<file path="src/rtl/lbp_pkg.sv">
package lbp_pkg;

  localparam int unsigned MaxWidthDef  = 1024;
  localparam int unsigned MaxHeightDef = 1024;

  localparam int unsigned PixW    = 8;
  localparam int unsigned PosW    = 10;
  localparam int unsigned CfgW    = 11;
  localparam int unsigned CfgIdxW = 1;

  localparam logic [CfgW-1:0] WidthRst  = 11'd640;
  localparam logic [CfgW-1:0] HeightRst = 11'd480;

  typedef enum logic [CfgIdxW-1:0] {
    RegFrameWidth  = 1'b0,
    RegFrameHeight = 1'b1
  } cfg_reg_e;

  // result slots in delivery order
  localparam int unsigned NumSlots     = 4;
  localparam int unsigned SlotIdxW     = 2;
  localparam int unsigned SlotColOne   = 0;
  localparam int unsigned SlotInterior = 1;
  localparam int unsigned SlotColLast  = 2;
  localparam int unsigned SlotEdgeRow  = 3;

  typedef struct packed {
    logic row_ge2;
    logic col_is1;
    logic col_ge2;
    logic col_last;
    logic edge_row;
    logic done;
  } sched_t;

  typedef struct packed {
    logic [PixW-1:0] code;
    logic [PosW-1:0] row;
    logic [PosW-1:0] col;
    logic            border;
    logic            done;
  } res_t;

  typedef logic [8:0][PixW-1:0] win_t;

  // window index of the neighbour for each code bit, clockwise from nw
  localparam int unsigned NbrPos [8] = '{0, 1, 2, 5, 8, 7, 6, 3};

  function automatic logic [PixW-1:0] lbp_code(input win_t win);
    logic [PixW-1:0] code;
    code = '0;
    for (int b = 0; b < 8; b++) begin
      code[b] = (win[NbrPos[b]] >= win[4]);
    end
    return code;
  endfunction

endpackage

</file>
<file path="src/rtl/lbp_cfg_if.sv">
interface lbp_cfg_if import lbp_pkg::*; ();
  logic               valid;
  logic               ready;
  logic [CfgIdxW-1:0] index;
  logic [CfgW-1:0]    data;

  modport source(output valid, index, data, input ready);
  modport sink(input valid, index, data, output ready);
endinterface

</file>
<file path="src/rtl/lbp_pos.sv">
module lbp_pos import lbp_pkg::*; #(
  parameter int unsigned MaxWidth  = MaxWidthDef,
  parameter int unsigned MaxHeight = MaxHeightDef,
  localparam int unsigned CW = $clog2(MaxWidth),
  localparam int unsigned RW = $clog2(MaxHeight)
) (
  input  logic          clk_i,
  input  logic          rst_ni,
  lbp_cfg_if.sink       cfg_i,
  input  logic          accept_i,
  input  logic          frame_start_i,
  output logic [RW-1:0] row_o,
  output logic [CW-1:0] col_o,
  output sched_t        sched_o
);

  localparam int unsigned SWW = (CW + 1 > CfgW) ? CW + 1 : CfgW;
  localparam int unsigned SWH = (RW + 1 > CfgW) ? RW + 1 : CfgW;

  logic [CfgW-1:0] width_q, height_q;
  logic [CW-1:0]   col_q, col_d, col;
  logic [RW-1:0]   row_q, row_d, row;
  logic [SWW-1:0]  w, col_inc;
  logic [SWH-1:0]  h, row_pre, row_inc;

  assign cfg_i.ready = 1'b1;

  always_ff @(posedge clk_i or negedge rst_ni) begin
    if (!rst_ni) begin
      width_q  <= WidthRst;
      height_q <= HeightRst;
    end else if (cfg_i.valid) begin
      unique case (cfg_reg_e'(cfg_i.index))
        RegFrameWidth:  width_q  <= cfg_i.data;
        RegFrameHeight: height_q <= cfg_i.data;
        default: ;
      endcase
    end
  end

  always_comb begin
    w = SWW'(width_q);
    if (w < SWW'(3)) begin
      w = SWW'(3);
    end else if (w > SWW'(MaxWidth)) begin
      w = SWW'(MaxWidth);
    end
    h = SWH'(height_q);
    if (h < SWH'(3)) begin
      h = SWH'(3);
    end else if (h > SWH'(MaxHeight)) begin
      h = SWH'(MaxHeight);
    end
  end

  // position of the arriving pixel, wrapping past a shrunk frame
  always_comb begin
    if (frame_start_i) begin
      col     = '0;
      row     = '0;
      row_pre = '0;
    end else begin
      if (SWW'(col_q) >= w) begin
        col     = '0;
        row_pre = SWH'(row_q) + SWH'(1);
      end else begin
        col     = col_q;
        row_pre = SWH'(row_q);
      end
      row = (row_pre >= h) ? '0 : RW'(row_pre);
    end
  end

  always_comb begin
    col_inc = SWW'(col) + SWW'(1);
    row_inc = SWH'(row) + SWH'(1);
    if (col_inc >= w) begin
      col_d = '0;
      row_d = (row_inc >= h) ? '0 : RW'(row_inc);
    end else begin
      col_d = CW'(col_inc);
      row_d = row;
    end
  end

  always_ff @(posedge clk_i or negedge rst_ni) begin
    if (!rst_ni) begin
      col_q <= '0;
      row_q <= '0;
    end else if (accept_i) begin
      col_q <= col_d;
      row_q <= row_d;
    end
  end

  always_comb begin
    sched_o.row_ge2  = (row >= RW'(2));
    sched_o.col_is1  = (col == CW'(1));
    sched_o.col_ge2  = (col >= CW'(2));
    sched_o.col_last = (SWW'(col) == w - SWW'(1));
    sched_o.edge_row = (row == '0) || (SWH'(row) == h - SWH'(1));
    sched_o.done     = (SWH'(row) == h - SWH'(1)) && (SWW'(col) == w - SWW'(1));
  end

  assign row_o = row;
  assign col_o = col;

endmodule

</file>
<file path="src/flat_wrapper.sv">
// flat-port wrapper written by rule: the top's interface ports become plain ports
module lbp_pos_flat import lbp_pkg::*;
#(
  parameter int unsigned MaxWidth  = MaxWidthDef,
  parameter int unsigned MaxHeight = MaxHeightDef,
  localparam int unsigned CW = $clog2(MaxWidth),
  localparam int unsigned RW = $clog2(MaxHeight)
)
  (clk_i, rst_ni, accept_i, frame_start_i, row_o, col_o, sched_o, cfg_i_valid, cfg_i_index, cfg_i_data, cfg_i_ready);
  lbp_cfg_if cfg_i_i ();
  input  logic clk_i;
  input  logic rst_ni;
  input  logic accept_i;
  input  logic frame_start_i;
  output logic [RW-1:0] row_o;
  output logic [CW-1:0] col_o;
  output sched_t sched_o;
  input wire logic [$bits(cfg_i_i.valid)-1:0] cfg_i_valid;
  input wire logic [$bits(cfg_i_i.index)-1:0] cfg_i_index;
  input wire logic [$bits(cfg_i_i.data)-1:0] cfg_i_data;
  output wire logic [$bits(cfg_i_i.ready)-1:0] cfg_i_ready;
  assign cfg_i_i.valid = cfg_i_valid;
  assign cfg_i_i.index = cfg_i_index;
  assign cfg_i_i.data = cfg_i_data;
  assign cfg_i_ready = cfg_i_i.ready;
  lbp_pos #(.MaxWidth(MaxWidth), .MaxHeight(MaxHeight)) u_core (.clk_i(clk_i), .rst_ni(rst_ni), .cfg_i(cfg_i_i), .accept_i(accept_i), .frame_start_i(frame_start_i), .row_o(row_o), .col_o(col_o), .sched_o(sched_o));
endmodule
</file>
<file path="config.mk">
export PLATFORM = sky130hd
export DESIGN_NAME = lbp_pos_flat
export DESIGN_NICKNAME = d
export VERILOG_FILES = /design/src/rtl/lbp_pkg.sv /design/src/rtl/lbp_cfg_if.sv /design/src/rtl/lbp_pos.sv /design/src/flat_wrapper.sv
export SDC_FILE = /design/constraint.sdc
export NUM_CORES = 1
export LEC_CHECK = 0
export CAP_MARGIN = 20
export CORE_MARGIN = 4
export CORE_UTILIZATION = 45
export CTS_CLUSTER_DIAMETER = 50
export CTS_CLUSTER_SIZE = 20
export DETAILED_ROUTE_END_ITERATION = 8
export DONT_BUFFER_PORTS = 1
export PLACE_DENSITY = 0.72
export SETUP_SLACK_MARGIN = 0.4
export SYNTH_ARGS = -nofsm -noshare
export SYNTH_HDL_FRONTEND = slang
export SYNTH_SLANG_ARGS = --single-unit
</file>
<file path="constraint.sdc">
create_clock -name clk_i -period 15.5 [get_ports clk_i]
set_clock_uncertainty 0.2 [all_clocks]
set_input_delay 1.55 -clock clk_i [delete_from_list [all_inputs] [get_ports clk_i]]
set_output_delay 1.55 -clock clk_i [all_outputs]
set_load 0.05 [all_outputs]
</file>
==> reports/results.txt <==
status: completed
Port Buffers: 0
vias in the first global route: 4407
leading area contributor after synthesis: dfrtp_1
Worst EP arrival: 7650 ps
Synth area leaders: dfrtp_1 (19%), ha_1 (14%), mux2_2 (5.2%)
unrepaired setup endpoints after global routing: no
largest net degree at the start of global routing: 43
register share of total power: 26.3%
Via Count: 4626
mean area per synthesized cell: 7.990 sq um
CTS sink count: 42
ANT cells: 0
Int Pwr: 296.4 uW
first-pass GRT wire length: 22740 um
Final Hold Fails: 0
P_leak: 2.091 nW
Post-Route WL: 14040 um
post-synthesis compound-gate area fraction: 21.78%
fmax: 106.4 MHz
post-synthesis instance area: 0.004762 sq mm
Mapped Nets: 665
final period utilization: 60.63%
Synth warnings: 0
CTS max path bufs: 2
Peak VDD IR: 0.06161 mV
Slew Viols, Final: 0
Max-Cap Viols: 0
multi-input logic area: 0.003471 sq mm
Worst-path clk slew: 90 ps
PwrDens: 127.0 mW/mm^2
CP Capture Type: output pin
synthesized flop and latch total: 42
FILL cells: 991
drt via density: 6.425
register area share after synthesis: 22.23%
Unique masters post-synth: 75
most instantiated cells after synthesis: nand2_1 (62), ha_1 (52), nor2_1 (51)
H-Tree Level Count: 2
post-CTS setup buffers: 0
Worst R2R Path Depth: 24
EDFF count, synth: 0
final setup fails: 0
FFs w/ async S/R, synth: 100.0%
Final min period: 9397 ps
fraction of layout cells with a size suffix above 1: 11.30%
multiplexer share of the synthesized area: 6.122%
simple-gate share of the synthesized area: 25.20%
Main synth FF type: dfrtp_1
post-cts resize count: 0
hold_buf cts: 0
clock group share of total power: 12.7%
Net Sw Frac: 53.20%
Post-Synth XOR/XNOR Area: 5.702%
Sw Pwr: 336.9 uW
cell count of the worst hold path: 2
share of total power in combinational logic: 61.0%
worst-path maximum fanout: 11
root buffer cell: clkbuf_8
Starting Density: 46.13%
drt first pass iters: 5
DRC: 0
Crit. Startpoint: u_core.width_q[3]$_DFFE_PN0P_
die width: 110.9 um
Die Span Y: 110.9 um
Worst-Skew Late Latency: 300 ps
site row count: 37
Mapped Cells: 596
num ports: 44
die area: 0.01229 sq mm
CTS Buf Count: 5
critical path class: register to output pin
CTS tree: done
Nets: 652
Total GRT Usage: 22.38%
WP data required: 13750 ps
WL/cell: 19.51 um
count leader, synth: nand2_1
Seq. cell area: 0.001059 sq mm
CP endpoint: sched_o[0]
grt total ovfl: 0
capturing point of the worst reg2reg path: u_core.row_q[6]$_DFFE_PN0P_
r2r setup slk: 6670 ps
Area Overhead vs Synth: 4.756%
top-area cell type share of the netlist area: 18.92%
worst reg2reg path startpoint: u_core.width_q[3]$_DFFE_PN0P_
DRT iter0 DRCs: 369
Adder-Cell Fraction of Synth Area: 13.66%
GP Congestion: 0.9763
initial antenna violation count: 0
final core utilization: 48.32%
Setup TNS: 0 ps
detailed placement HPWL: 11130 um
largest family of logic cells by synthesized area: simple AND/OR/NAND/NOR gates
Slew @ Worst Pin: 1135 ps
Slew headroom: 24.09%
CP Launch Type: register
Core Region: 0.01032 sq mm
Detail Route Antenna Nets: 0
Hold Path Class: register to register
## metal layers
metal  vias to the layer above  track usage, %  part of all wire (%)
li1                       2169               -                     -
met1                      2208           29.87                    43
met3                        30           5.459                   8.5
met4                         0           6.158                   2.2
met2                       219           36.08                    46
met5                         -               0                     0
## worst min path at each step
| stage | start | end | slack [ps] |
|---|---|---|---|
| 2_1_floorplan | u_core.height_q[9]$_DFFE_PN0P_ | u_core.height_q[9]$_DFFE_PN0P_ | 310 |
| 3_3_place_gp | u_core.height_q[9]$_DFFE_PN0P_ | u_core.height_q[9]$_DFFE_PN0P_ | 360 |
| 3_5_place_dp | u_core.height_q[9]$_DFFE_PN0P_ | u_core.height_q[9]$_DFFE_PN0P_ | 380 |
| 4_1_cts | u_core.height_q[9]$_DFFE_PN0P_ | u_core.height_q[9]$_DFFE_PN0P_ | 410 |
| 5_1_grt | u_core.row_q[1]$_DFFE_PN0P_ | u_core.row_q[1]$_DFFE_PN0P_ | 440 |
| 6_report | u_core.row_q[1]$_DFFE_PN0P_ | u_core.row_q[1]$_DFFE_PN0P_ | 400 |
## cells by family (layout without fill, tap and decap cells)
| logic type | count (synthesis) | after routing |
|---|---|---|
| multiplexers | 26 | 26 |
| flip-flops | 42 | 42 |
| other | 1 | 1 |
| buffers and inverters | 62 | 50 |
| XOR/XNOR | 31 | 31 |
| AND/OR/NAND/NOR | 234 | 234 |
| adder cells (fa/ha/maj) | 52 | 52 |
| AO/OA/AOI/OAI | 148 | 148 |
## layout by cell type, fill, tap and decap left out, drive strengths merged, types with 3 or more instances in the layout
cell	n
a2111oi	3
a211oi	6
a21o	10
a21oi	24
a221oi	5
a31oi	6
a32oi	3
and2	8
and3	7
buf	8
clkbuf	5
dfrtp	36
dfstp	6
ha	52
inv	36
mux2	22
mux2i	4
nand2	62
nand2b	7
nand3	29
nand4	8
nor2	53
nor2b	4
nor3	15
nor4	11
nor4b	5
o2111ai	3
o211ai	8
o21a	4
o21ai	46
o31ai	8
or2	4
or3	5
or4	7
xnor2	22
xor2	9
## state kept, by name (all words and copies together), names as in the netlist
| name | flops |
|---|---|
| u_core.width_q | 11 |
| u_core.row_q | 10 |
| u_core.col_q | 10 |
| u_core.height_q | 11 |
## per-stage QoR
step / total power, mW / area, sq um / setup WS, ps / instances / hold WS (ps)
after CTS: 0.6281 / 4977 / 6176 / 719 / 408.4
after floorplan: 0.4582 / 4762 / 6402 / 596 / 309.8
after global routing: 0.6793 / 4989 / 5442 / 720 / 437.2
final: 0.6333 / 4989 / 6103 / 720 / 402.0
after global placement: 0.5355 / 4880 / 6854 / 711 / 355.4
after detailed placement: 0.5462 / 4880 / 6562 / 711 / 382.4
## layout make-up
cell class / instances / area share (%)
Timing Repair Buffer: 8 / 1.279
Multi-Input combinational cell: 492 / 69.58
Clock inverter: 3 / 0.5769
Tap cell: 136 / 3.411
Inverter: 34 / 2.558
Sequential cell: 42 / 21.22
Clock buffer: 5 / 1.379
## critical path, stage by stage (launching register included)
cell and delay (ps):
dfrtp_1 470, nor4_1 690, and2_1 310, a21o_1 150, nand2_1 80, ha_1 330, a21o_1 170, a22o_1 310
o21ba_2 220, a311oi_1 740, inv_1 180, ha_1 380, a22o_1 250, o41ai_2 400, nand2_1 390, a21oi_2 800
xor2_1 150, a2111oi_0 410, o2111ai_1 350, nor4b_2 320, buf_4 230
## power groups by stage
stage | clock network (mW) | registers, mW | logic (mW)
after global placement | 0 | 0.166 | 0.370
after CTS | 0.0821 | 0.165 | 0.381
after floorplan | 0 | 0.151 | 0.307
final | 0.0803 | 0.167 | 0.386
after global routing | 0.0867 | 0.170 | 0.422
after detailed placement | 0 | 0.167 | 0.379
No activity file was read; power rests on OpenSTA's default activity.
