## config.mk

```make
export PLATFORM = sky130hd
export DESIGN_NAME = lbp_emit_flat
export DESIGN_NICKNAME = d
export VERILOG_FILES = /design/src/rtl/lbp_pkg.sv /design/src/rtl/lbp_res_if.sv /design/src/rtl/lbp_emit.sv /design/src/flat_wrapper.sv
export SDC_FILE = /design/constraint.sdc
export NUM_CORES = 1
export LEC_CHECK = 0
export BUFFER_PORTS_ARGS = -buffer_cell sky130_fd_sc_hd__buf_2
export CAP_MARGIN = 10
export CELL_PAD_IN_SITES_DETAIL_PLACEMENT = 0
export CELL_PAD_IN_SITES_GLOBAL_PLACEMENT = 1
export CORE_ASPECT_RATIO = 0.9
export CORE_MARGIN = 3
export CORE_UTILIZATION = 42
export DETAILED_ROUTE_END_ITERATION = 7
export GPL_ROUTABILITY_DRIVEN = 0
export GPL_TIMING_DRIVEN = 0
export PLACE_DENSITY_LB_ADDON = 0.1
export SKIP_CTS_REPAIR_TIMING = 1
export SYNTH_ARGS = -nofsm -noshare
export SYNTH_HDL_FRONTEND = slang
export SYNTH_SLANG_ARGS = --single-unit
```

## constraint.sdc

```tcl
create_clock -name clk_i -period 11.95 [get_ports clk_i]
set_input_delay 1.195 -clock clk_i [delete_from_list [all_inputs] [get_ports clk_i]]
set_output_delay 1.195 -clock clk_i [all_outputs]
set_load 0.05 [all_outputs]
```

## src/rtl/lbp_pkg.sv

```systemverilog
package lbp_pkg;

  localparam int unsigned MaxWidthDef  = 1024;
  localparam int unsigned MaxHeightDef = 1024;

  localparam int unsigned PixW    = 8;
  localparam int unsigned PosW    = 10;
  localparam int unsigned CfgW    = 11;
  localparam int unsigned CfgIdxW = 1;

  localparam logic [CfgW-1:0] WidthRst  = 11'd640;
  localparam logic [CfgW-1:0] HeightRst = 11'd480;

  typedef enum logic [CfgIdxW-1:0] {
    RegFrameWidth  = 1'b0,
    RegFrameHeight = 1'b1
  } cfg_reg_e;

  // result slots in delivery order
  localparam int unsigned NumSlots     = 4;
  localparam int unsigned SlotIdxW     = 2;
  localparam int unsigned SlotColOne   = 0;
  localparam int unsigned SlotInterior = 1;
  localparam int unsigned SlotColLast  = 2;
  localparam int unsigned SlotEdgeRow  = 3;

  typedef struct packed {
    logic row_ge2;
    logic col_is1;
    logic col_ge2;
    logic col_last;
    logic edge_row;
    logic done;
  } sched_t;

  typedef struct packed {
    logic [PixW-1:0] code;
    logic [PosW-1:0] row;
    logic [PosW-1:0] col;
    logic            border;
    logic            done;
  } res_t;

  typedef logic [8:0][PixW-1:0] win_t;

  // window index of the neighbour for each code bit, clockwise from nw
  localparam int unsigned NbrPos [8] = '{0, 1, 2, 5, 8, 7, 6, 3};

  function automatic logic [PixW-1:0] lbp_code(input win_t win);
    logic [PixW-1:0] code;
    code = '0;
    for (int b = 0; b < 8; b++) begin
      code[b] = (win[NbrPos[b]] >= win[4]);
    end
    return code;
  endfunction

endpackage

```

## src/rtl/lbp_res_if.sv

```systemverilog
interface lbp_res_if import lbp_pkg::*; ();
  logic            valid;
  logic            ready;
  logic [PixW-1:0] code;
  logic [PosW-1:0] out_row;
  logic [PosW-1:0] out_col;
  logic            on_border;
  logic            last_of_run;
  logic            frame_done;

  modport source(output valid, code, out_row, out_col, on_border, last_of_run, frame_done,
                 input ready);
  modport sink(input valid, code, out_row, out_col, on_border, last_of_run, frame_done,
               output ready);
endinterface

```

## src/rtl/lbp_emit.sv

```systemverilog
module lbp_emit import lbp_pkg::*; (
  input  logic                clk_i,
  input  logic                rst_ni,
  input  logic                load_i,
  input  logic [NumSlots-1:0] mask_i,
  input  res_t                slots_i [NumSlots],
  output logic                free_o,
  lbp_res_if.source           res_o
);

  logic [NumSlots-1:0] mask_q, mask_d, mask_rest;
  res_t                slot_q [NumSlots];
  logic [SlotIdxW-1:0] sel;
  logic                last, fire, take;

  always_comb begin
    sel = '0;
    for (int i = NumSlots - 1; i >= 0; i--) begin
      if (mask_q[i]) begin
        sel = SlotIdxW'(i);
      end
    end
  end

  assign mask_rest = mask_q & (mask_q - NumSlots'(1));
  assign last      = (mask_rest == '0);
  assign fire      = res_o.valid && res_o.ready;
  assign free_o    = (mask_q == '0) || (last && res_o.ready);
  assign take      = load_i && free_o;

  always_comb begin
    if (take) begin
      mask_d = mask_i;
    end else if (fire) begin
      mask_d = mask_rest;
    end else begin
      mask_d = mask_q;
    end
  end

  always_ff @(posedge clk_i or negedge rst_ni) begin
    if (!rst_ni) begin
      mask_q <= '0;
    end else begin
      mask_q <= mask_d;
    end
  end

  always_ff @(posedge clk_i) begin
    if (take) begin
      slot_q <= slots_i;
    end
  end

  assign res_o.valid       = (mask_q != '0);
  assign res_o.code        = slot_q[sel].code;
  assign res_o.out_row     = slot_q[sel].row;
  assign res_o.out_col     = slot_q[sel].col;
  assign res_o.on_border   = slot_q[sel].border;
  assign res_o.frame_done  = slot_q[sel].done;
  assign res_o.last_of_run = last;

endmodule

```

## src/flat_wrapper.sv

```systemverilog
// flat-port wrapper written by rule: the top's interface ports become plain ports
module lbp_emit_flat import lbp_pkg::*;
  (clk_i, rst_ni, load_i, mask_i, slots_i, free_o, res_o_valid, res_o_code, res_o_out_row, res_o_out_col, res_o_on_border, res_o_last_of_run, res_o_frame_done, res_o_ready);
  lbp_res_if res_o_i ();
  input  logic clk_i;
  input  logic rst_ni;
  input  logic load_i;
  input  logic [NumSlots-1:0] mask_i;
  input  res_t slots_i[NumSlots];
  output logic free_o;
  output wire logic [$bits(res_o_i.valid)-1:0] res_o_valid;
  output wire logic [$bits(res_o_i.code)-1:0] res_o_code;
  output wire logic [$bits(res_o_i.out_row)-1:0] res_o_out_row;
  output wire logic [$bits(res_o_i.out_col)-1:0] res_o_out_col;
  output wire logic [$bits(res_o_i.on_border)-1:0] res_o_on_border;
  output wire logic [$bits(res_o_i.last_of_run)-1:0] res_o_last_of_run;
  output wire logic [$bits(res_o_i.frame_done)-1:0] res_o_frame_done;
  input wire logic [$bits(res_o_i.ready)-1:0] res_o_ready;
  assign res_o_valid = res_o_i.valid;
  assign res_o_code = res_o_i.code;
  assign res_o_out_row = res_o_i.out_row;
  assign res_o_out_col = res_o_i.out_col;
  assign res_o_on_border = res_o_i.on_border;
  assign res_o_last_of_run = res_o_i.last_of_run;
  assign res_o_frame_done = res_o_i.frame_done;
  assign res_o_i.ready = res_o_ready;
  lbp_emit u_core (.clk_i(clk_i), .rst_ni(rst_ni), .load_i(load_i), .mask_i(mask_i), .slots_i(slots_i), .free_o(free_o), .res_o(res_o_i));
endmodule
```

==> results of run 1 <==
## worst max path at each step
stage,from,end,slack (ns),cells after the start
2_1_floorplan,res_o_ready,u_core.slot_q[0],1.70,3
3_3_place_gp,res_o_ready,u_core.slot_q[6],-1.38,4
3_5_place_dp,res_o_ready,u_core.slot_q[34],8.69,7
4_1_cts,u_core.mask_q[2],res_o_frame_done,8.33,4
5_1_grt,u_core.mask_q[2],res_o_out_col[5],8.23,4
6_report,u_core.mask_q[2],res_o_out_col[2],8.41,4
## state kept, by name, indices dropped and copies added (netlist names)
signal / cells
u_core.slot_q: 120
u_core.mask_q: 4
## area by class of cell
| class | count | share of cell area [%] |
|---|---|---|
| Inverter | 7 | 0.4090 |
| Clock buffer | 18 | 6.681 |
| Sequential cell | 124 | 57.65 |
| Tap cell | 152 | 2.961 |
| Buffer | 6 | 0.7207 |
| Timing Repair Buffer | 170 | 14.22 |
| Clock inverter | 14 | 2.649 |
| Multi-Input combinational cell | 52 | 14.71 |
## kinds of logic after synthesis
family	count (synthesis)	share of synthesized area, %
adder cells (fa/ha/maj)	2	0.4245
flip-flops	124	78.54
buffers and inverters	13	1.539
AND/OR/NAND/NOR	10	1.353
AO/OA/AOI/OAI	10	1.751
multiplexers	30	16.40
## layer usage
metal | up-vias | GRT usage (%) | share of wire (%)
li1 | 1212 | - | -
met4 | 0 | 5.858 | 1.2
met3 | 13 | 8.457 | 11
met5 | - | 0 | 0
met1 | 1257 | 17.88 | 40
met2 | 113 | 22.98 | 48
## power by group through the flow
| stage | logic, mW | registers, mW | clock network [mW] |
|---|---|---|---|
| after floorplan | 0.738 | 0.676 | 0 |
| after global placement | 0.934 | 0.698 | 0 |
| after detailed placement | 0.971 | 0.648 | 0 |
| after CTS | 0.972 | 0.640 | 0.523 |
| after global routing | 1.00 | 0.649 | 0.542 |
| final | 0.951 | 0.639 | 0.510 |
## cell usage after synthesis
library cell  count  share of area (%)
a2bb2oi_1         1               0.19
clkbuf_1          2               0.16
nor2_1            2               0.16
a21oi_1           1               0.11
nand2_1           2               0.16
inv_1             7               0.56
buf_2             1               0.11
dfrtp_1           4                2.1
nor3_1            1               0.11
o21ai_0           3               0.32
mux4_1           26                 14
and2_1            1               0.13
or3b_1            1               0.19
or4_4             1               0.24
o21bai_4          1               0.40
o41ai_1           4               0.74
mux4_2            4                1.9
edfxtp_1        120                 76
and2b_2           1               0.19
buf_6             3               0.72
and2_4            1               0.19
maj3_1            2               0.42
==> impl_metrics.yaml, run 1 <==
place:
  dp_hpwl_um: 6657
  pre_cts_ws_ns: 8.690
  dp_cells: 511
  place_area_mm2: 0.005824
  port_buffers: 160
setup_path:
  worstSetupPathType: "reg -> out"
  cp_data_arrival_time_ns: 2.34
  rr_worst_depth: 6
  critPathBufInv: 2
  reg2reg_from: "u_core.mask_q[2]"
  r2r-end: "u_core.slot_q[93]"
  cpLargestDelayFamily: "buffers and inverters"
  r2r_setup_slack_ns: 9.09
  cp-start-kind: "flip-flop"
  cp_slowest_cell: "clkbuf_1"
  cp-end-kind: "output port"
  slowest_delay_ns: 0.52
  crit_path_cell_trace: "o21ai_0 > clkbuf_1 > mux4_1 > buf_2"
  crit_fanout: 10
  cp.required_ns: 10.76
timing:
  slew_viol_final: 0
  slew_headroom_pct: 33.45
  finalSetupViolCount: 0
  period_minus_slack_ns: 3.538
  rsz0062_at_grt: "false"
  fin_worst_skew_ns: 0.005420
  fin_crit_sh_pct: 29.60
  fin_setup_tns_ns: 0
  finalHoldViolCount: 0
  hold_slack_ns: 0.5915
  worst_pin_slew_ns: 0.9929
  fin_ws_ns: 8.412
  max_freq_ghz: 0.2827
power_and_ir_drop:
  clockPowerShare_pct: 24.3
  intPower_mw: 1.243
  seqPwrFrac_pct: 30.4
  power_frac_comb_pct: 45.3
  p_total_mw: 2.100
  peakVddDrop_mv: 0.1279
  leakage_nw: 2.565
  power-per-cell-area_mw_per_mm2: 326.9
  p_switching_uw: 856.9
  swShare_pct: 40.81
die:
  start_util_pct: 43.26
  die_h_um: 106.5
  die_w_um: 117.7
  core-area_mm2: 0.01090
  dieArea_mm2: 0.01254
  io_pins: 161
  row_count: 36
layout:
  diodes: 0
  mostFrequentLayoutCells: "buf_2, edfxtp_1, mux4_1, clkbuf_16, buf_6"
  drive_gt1_share_pct: 54.73
  multi_input_area_um2: 944.7
  final_common_cell: "buf_2"
  final_cells: 543
  final_util_pct: 58.93
  num-nets-final: 506
  area_delta_synth_final_pct: 36.22
  fillCellCount: 838
  design_area_mm2: 0.006424
  regArea_mm2: 0.003704
synthesis:
  yosys_warnings: 0
  yosysSeqAreaShare_pct: 78.54
  avgSynthCellArea_um2: 24.95
  synthCells: 189
  yosysUniqueCellTypes: 22
  synth_area_mm2: 0.004716
  syn_nets: 317
  ys_seq_elements: 124
outcome:
  status: "complete, no violations"
flow_run:
  cap_violations: 0
global_routing:
  grt_antenna_before_repair: 0
  grt_max_degree: 17
  grt_pass1_wl_um: 14000
  grt_use_total_pct: 15.07
  grt_pass1_vias: 2672
  overflow: 0
detailed_routing:
  postRouteWirelength_um: 9073
  dr.first_iter.drc_count: 230
  detail-route-antenna-nets: 0
  drc: 0
  vias: 2595
  route.detailed.wl_per_inst_um: 16.71
  viasPerCell: 4.779
  first_pass_iters: 4
clock_tree:
  cts_tree: "done"
  cts_inserted_buffers: 17
  clk_pin_slew_ns: 0.05
  htree_levels: 4
  clock_tree.root_cell: "clkbuf_16"
  clock-sinks: 124
  clk_latency_ns: 0.40
  cts_buffer_depth: 2
min_path:
  hold_path.class: "in -> async"
Note: power is estimated with default switching activity, not from simulation.
==> run 2, diff against run 1 <==
--- a/config.mk
+++ b/config.mk
@@ -11,7 +11,7 @@
 export CELL_PAD_IN_SITES_GLOBAL_PLACEMENT = 1
 export CORE_ASPECT_RATIO = 0.9
 export CORE_MARGIN = 3
-export CORE_UTILIZATION = 42
+export CORE_UTILIZATION = 38
 export DETAILED_ROUTE_END_ITERATION = 7
 export GPL_ROUTABILITY_DRIVEN = 0
 export GPL_TIMING_DRIVEN = 0
==> constraint.sdc (replaced) <==
create_clock -name clk_i -period 3 [get_ports clk_i]
set_input_delay 0.3 -clock clk_i [delete_from_list [all_inputs] [get_ports clk_i]]
set_output_delay 0.3 -clock clk_i [all_outputs]
set_load 0.05 [all_outputs]
==> run 2 against run 1 <==
Effect of this change: combinational power grew to 4.1 times the previous value; highest routed layer is now met5; sequential share of layout area decreased by 0.43 points; hold slack worse by 0.53 ns; via count stayed put; critical path type unchanged; first-iteration DRC count shrank 40%.
==> impl_metrics.yaml, run 2 (same netlist as run 1, synthesis figures left out) <==
detailed_routing:
  postRouteWirelength_um: 9730
  viasPerCell: 4.753
  vias: 2595
  detail-route-antenna-nets: 0
  dr.first_iter.drc_count: 138
  drc: 0
  route.detailed.wl_per_inst_um: 17.82
  first_pass_iters: 4
power_and_ir_drop:
  power_frac_comb_pct: 46.2
  swShare_pct: 40.83
  seqPwrFrac_pct: 30.2
  clockPowerShare_pct: 23.5
  peakVddDrop_mv: 0.6232
  p_total_mw: 8.437
  intPower_mw: 4.992
  leakage_nw: 2.578
  power-per-cell-area_mw_per_mm2: 1304
  p_switching_mw: 3.445
setup_path:
  cp_data_arrival_time_ns: 2.42
  cp-start-kind: "flip-flop"
  worstSetupPathType: "reg -> out"
  slowest_delay_ns: 0.53
  cp_slowest_cell: "clkbuf_1"
  cp-end-kind: "output port"
  crit_fanout: 10
  cp.required_ns: 2.70
  crit_path_cell_trace: "o21ai_0 > clkbuf_1 > mux4_2 > buf_2"
layout:
  final_util_pct: 55.04
  final_cells: 546
  num-nets-final: 504
  area_delta_synth_final_pct: 37.25
  drive_gt1_share_pct: 52.96
  reg_top3: "u_core.slot_q: 120 flops, u_core.mask_q: 4 flops"
  fillCellCount: 962
  multi_input_area_um2: 950.9
  design_area_mm2: 0.006472
  mostFrequentLayoutCells: "buf_2, edfxtp_1, mux4_1, clkbuf_16, inv_1"
  final_common_cell: "buf_2"
  regArea_mm2: 0.003704
  largest_register_ffs: 120
  regMostFlops: "u_core.slot_q"
clock_tree:
  htree_levels: 4
  cts_inserted_buffers: 17
  clock-sinks: 124
  clk_latency_ns: 0.41
  cts_tree: "done"
  clock_tree.root_cell: "clkbuf_16"
  clk_pin_slew_ns: 0.05
  cts_buffer_depth: 2
min_path:
  hold_path.class: "in -> reg"
die:
  die_w_um: 123.4
  die_h_um: 111.7
  core-area_mm2: 0.01176
  start_util_pct: 40.10
  io_pins: 161
  row_count: 37
  dieArea_mm2: 0.01378
place:
  pre_cts_ws_ns: 0.2774
  place_area_mm2: 0.005878
  dp_hpwl_um: 7111
  port_buffers: 160
  dp_cells: 512
timing:
  rsz0062_at_grt: "false"
  finalSetupViolCount: 0
  fin_ws_ns: 0.2821
  slew_viol_final: 0
  slew_headroom_pct: 49.87
  worst_pin_slew_ns: 0.7491
  finalHoldViolCount: 0
  fin_crit_sh_pct: 90.60
  period_minus_slack_ns: 2.718
  fin_worst_skew_ns: 0.007890
  max_freq_ghz: 0.3679
global_routing:
  grt_use_total_pct: 15.17
  overflow: 0
  grt_max_degree: 22
  grt_antenna_before_repair: 2
  grt_pass1_vias: 2904
  grt_pass1_wl_um: 15430
outcome:
  status: "complete, no violations"
flow_run:
  cap_violations: 0
[run 2: path summary, 6_finish.rpt]
kind,start,end,slack [ns],depth (start not counted)
setup / recovery,u_core.mask_q[2],res_o_out_row[6],0.28,4
hold / removal,slots_i[45],u_core.slot_q[45],0.06,1
setup reg to reg,u_core.mask_q[2],u_core.slot_q[5],0.30,7
hold reg to reg,u_core.mask_q[2],u_core.mask_q[2],0.63,2
max in group asynchronous,rst_ni,u_core.mask_q[3],2.65,2
min in group asynchronous,rst_ni,u_core.mask_q[0],0.23,2
[run 2: area by class of cell]
cell class | instances | share of cell area [%]
diodes | 1 | 0.03866
plain buffers | 6 | 0.7153
clock buffers | 18 | 6.631
clock inverters | 14 | 2.358
inverters | 7 | 0.4060
multi-input cells | 52 | 14.69
flip-flops and latches | 124 | 57.22
well taps | 156 | 3.016
repair buffers | 168 | 14.92
[run 2: metal layers]
| metal | vias up | wire (µm) | track usage [%] |
|---|---|---|---|
| li1 | 1216 | - | - |
| met1 | 1260 | 3955 | 18.79 |
| met2 | 109 | 4538 | 22.50 |
| met3 | 8 | 1152 | 8.888 |
| met4 | 2 | 77 | 4.649 |
| met5 | - | 7 | 0 |
[run 2: through the flow]
step | hold WS (ns) | TNS, ns
after CTS | -0.3251 | 0
after global routing | 0.03536 | 0
after global placement | 0.1122 | -293.00
after detailed placement | 0.1128 | 0
final | 0.06088 | 0
after floorplan | 0.004409 | -187.21
[run 2: critical path: cells and delay by family, from the launching register on]
| kind | cells | cell delay [ns] |
|---|---|---|
| compound gates | 1 | 0.41 |
| buf+inv | 2 | 0.76 |
| flops | 1 | 0.45 |
| mux | 1 | 0.40 |
[run 2: power groups by stage]
stage,Sequential [mW],Clock [mW],Combinational [mW]
5_1_grt,2.59,2.12,4.15
2_1_floorplan,2.58,0,2.95
3_5_place_dp,2.59,0,3.96
4_1_cts,2.55,2.04,3.98
3_3_place_gp,2.64,0,3.75
6_report,2.55,1.99,3.90
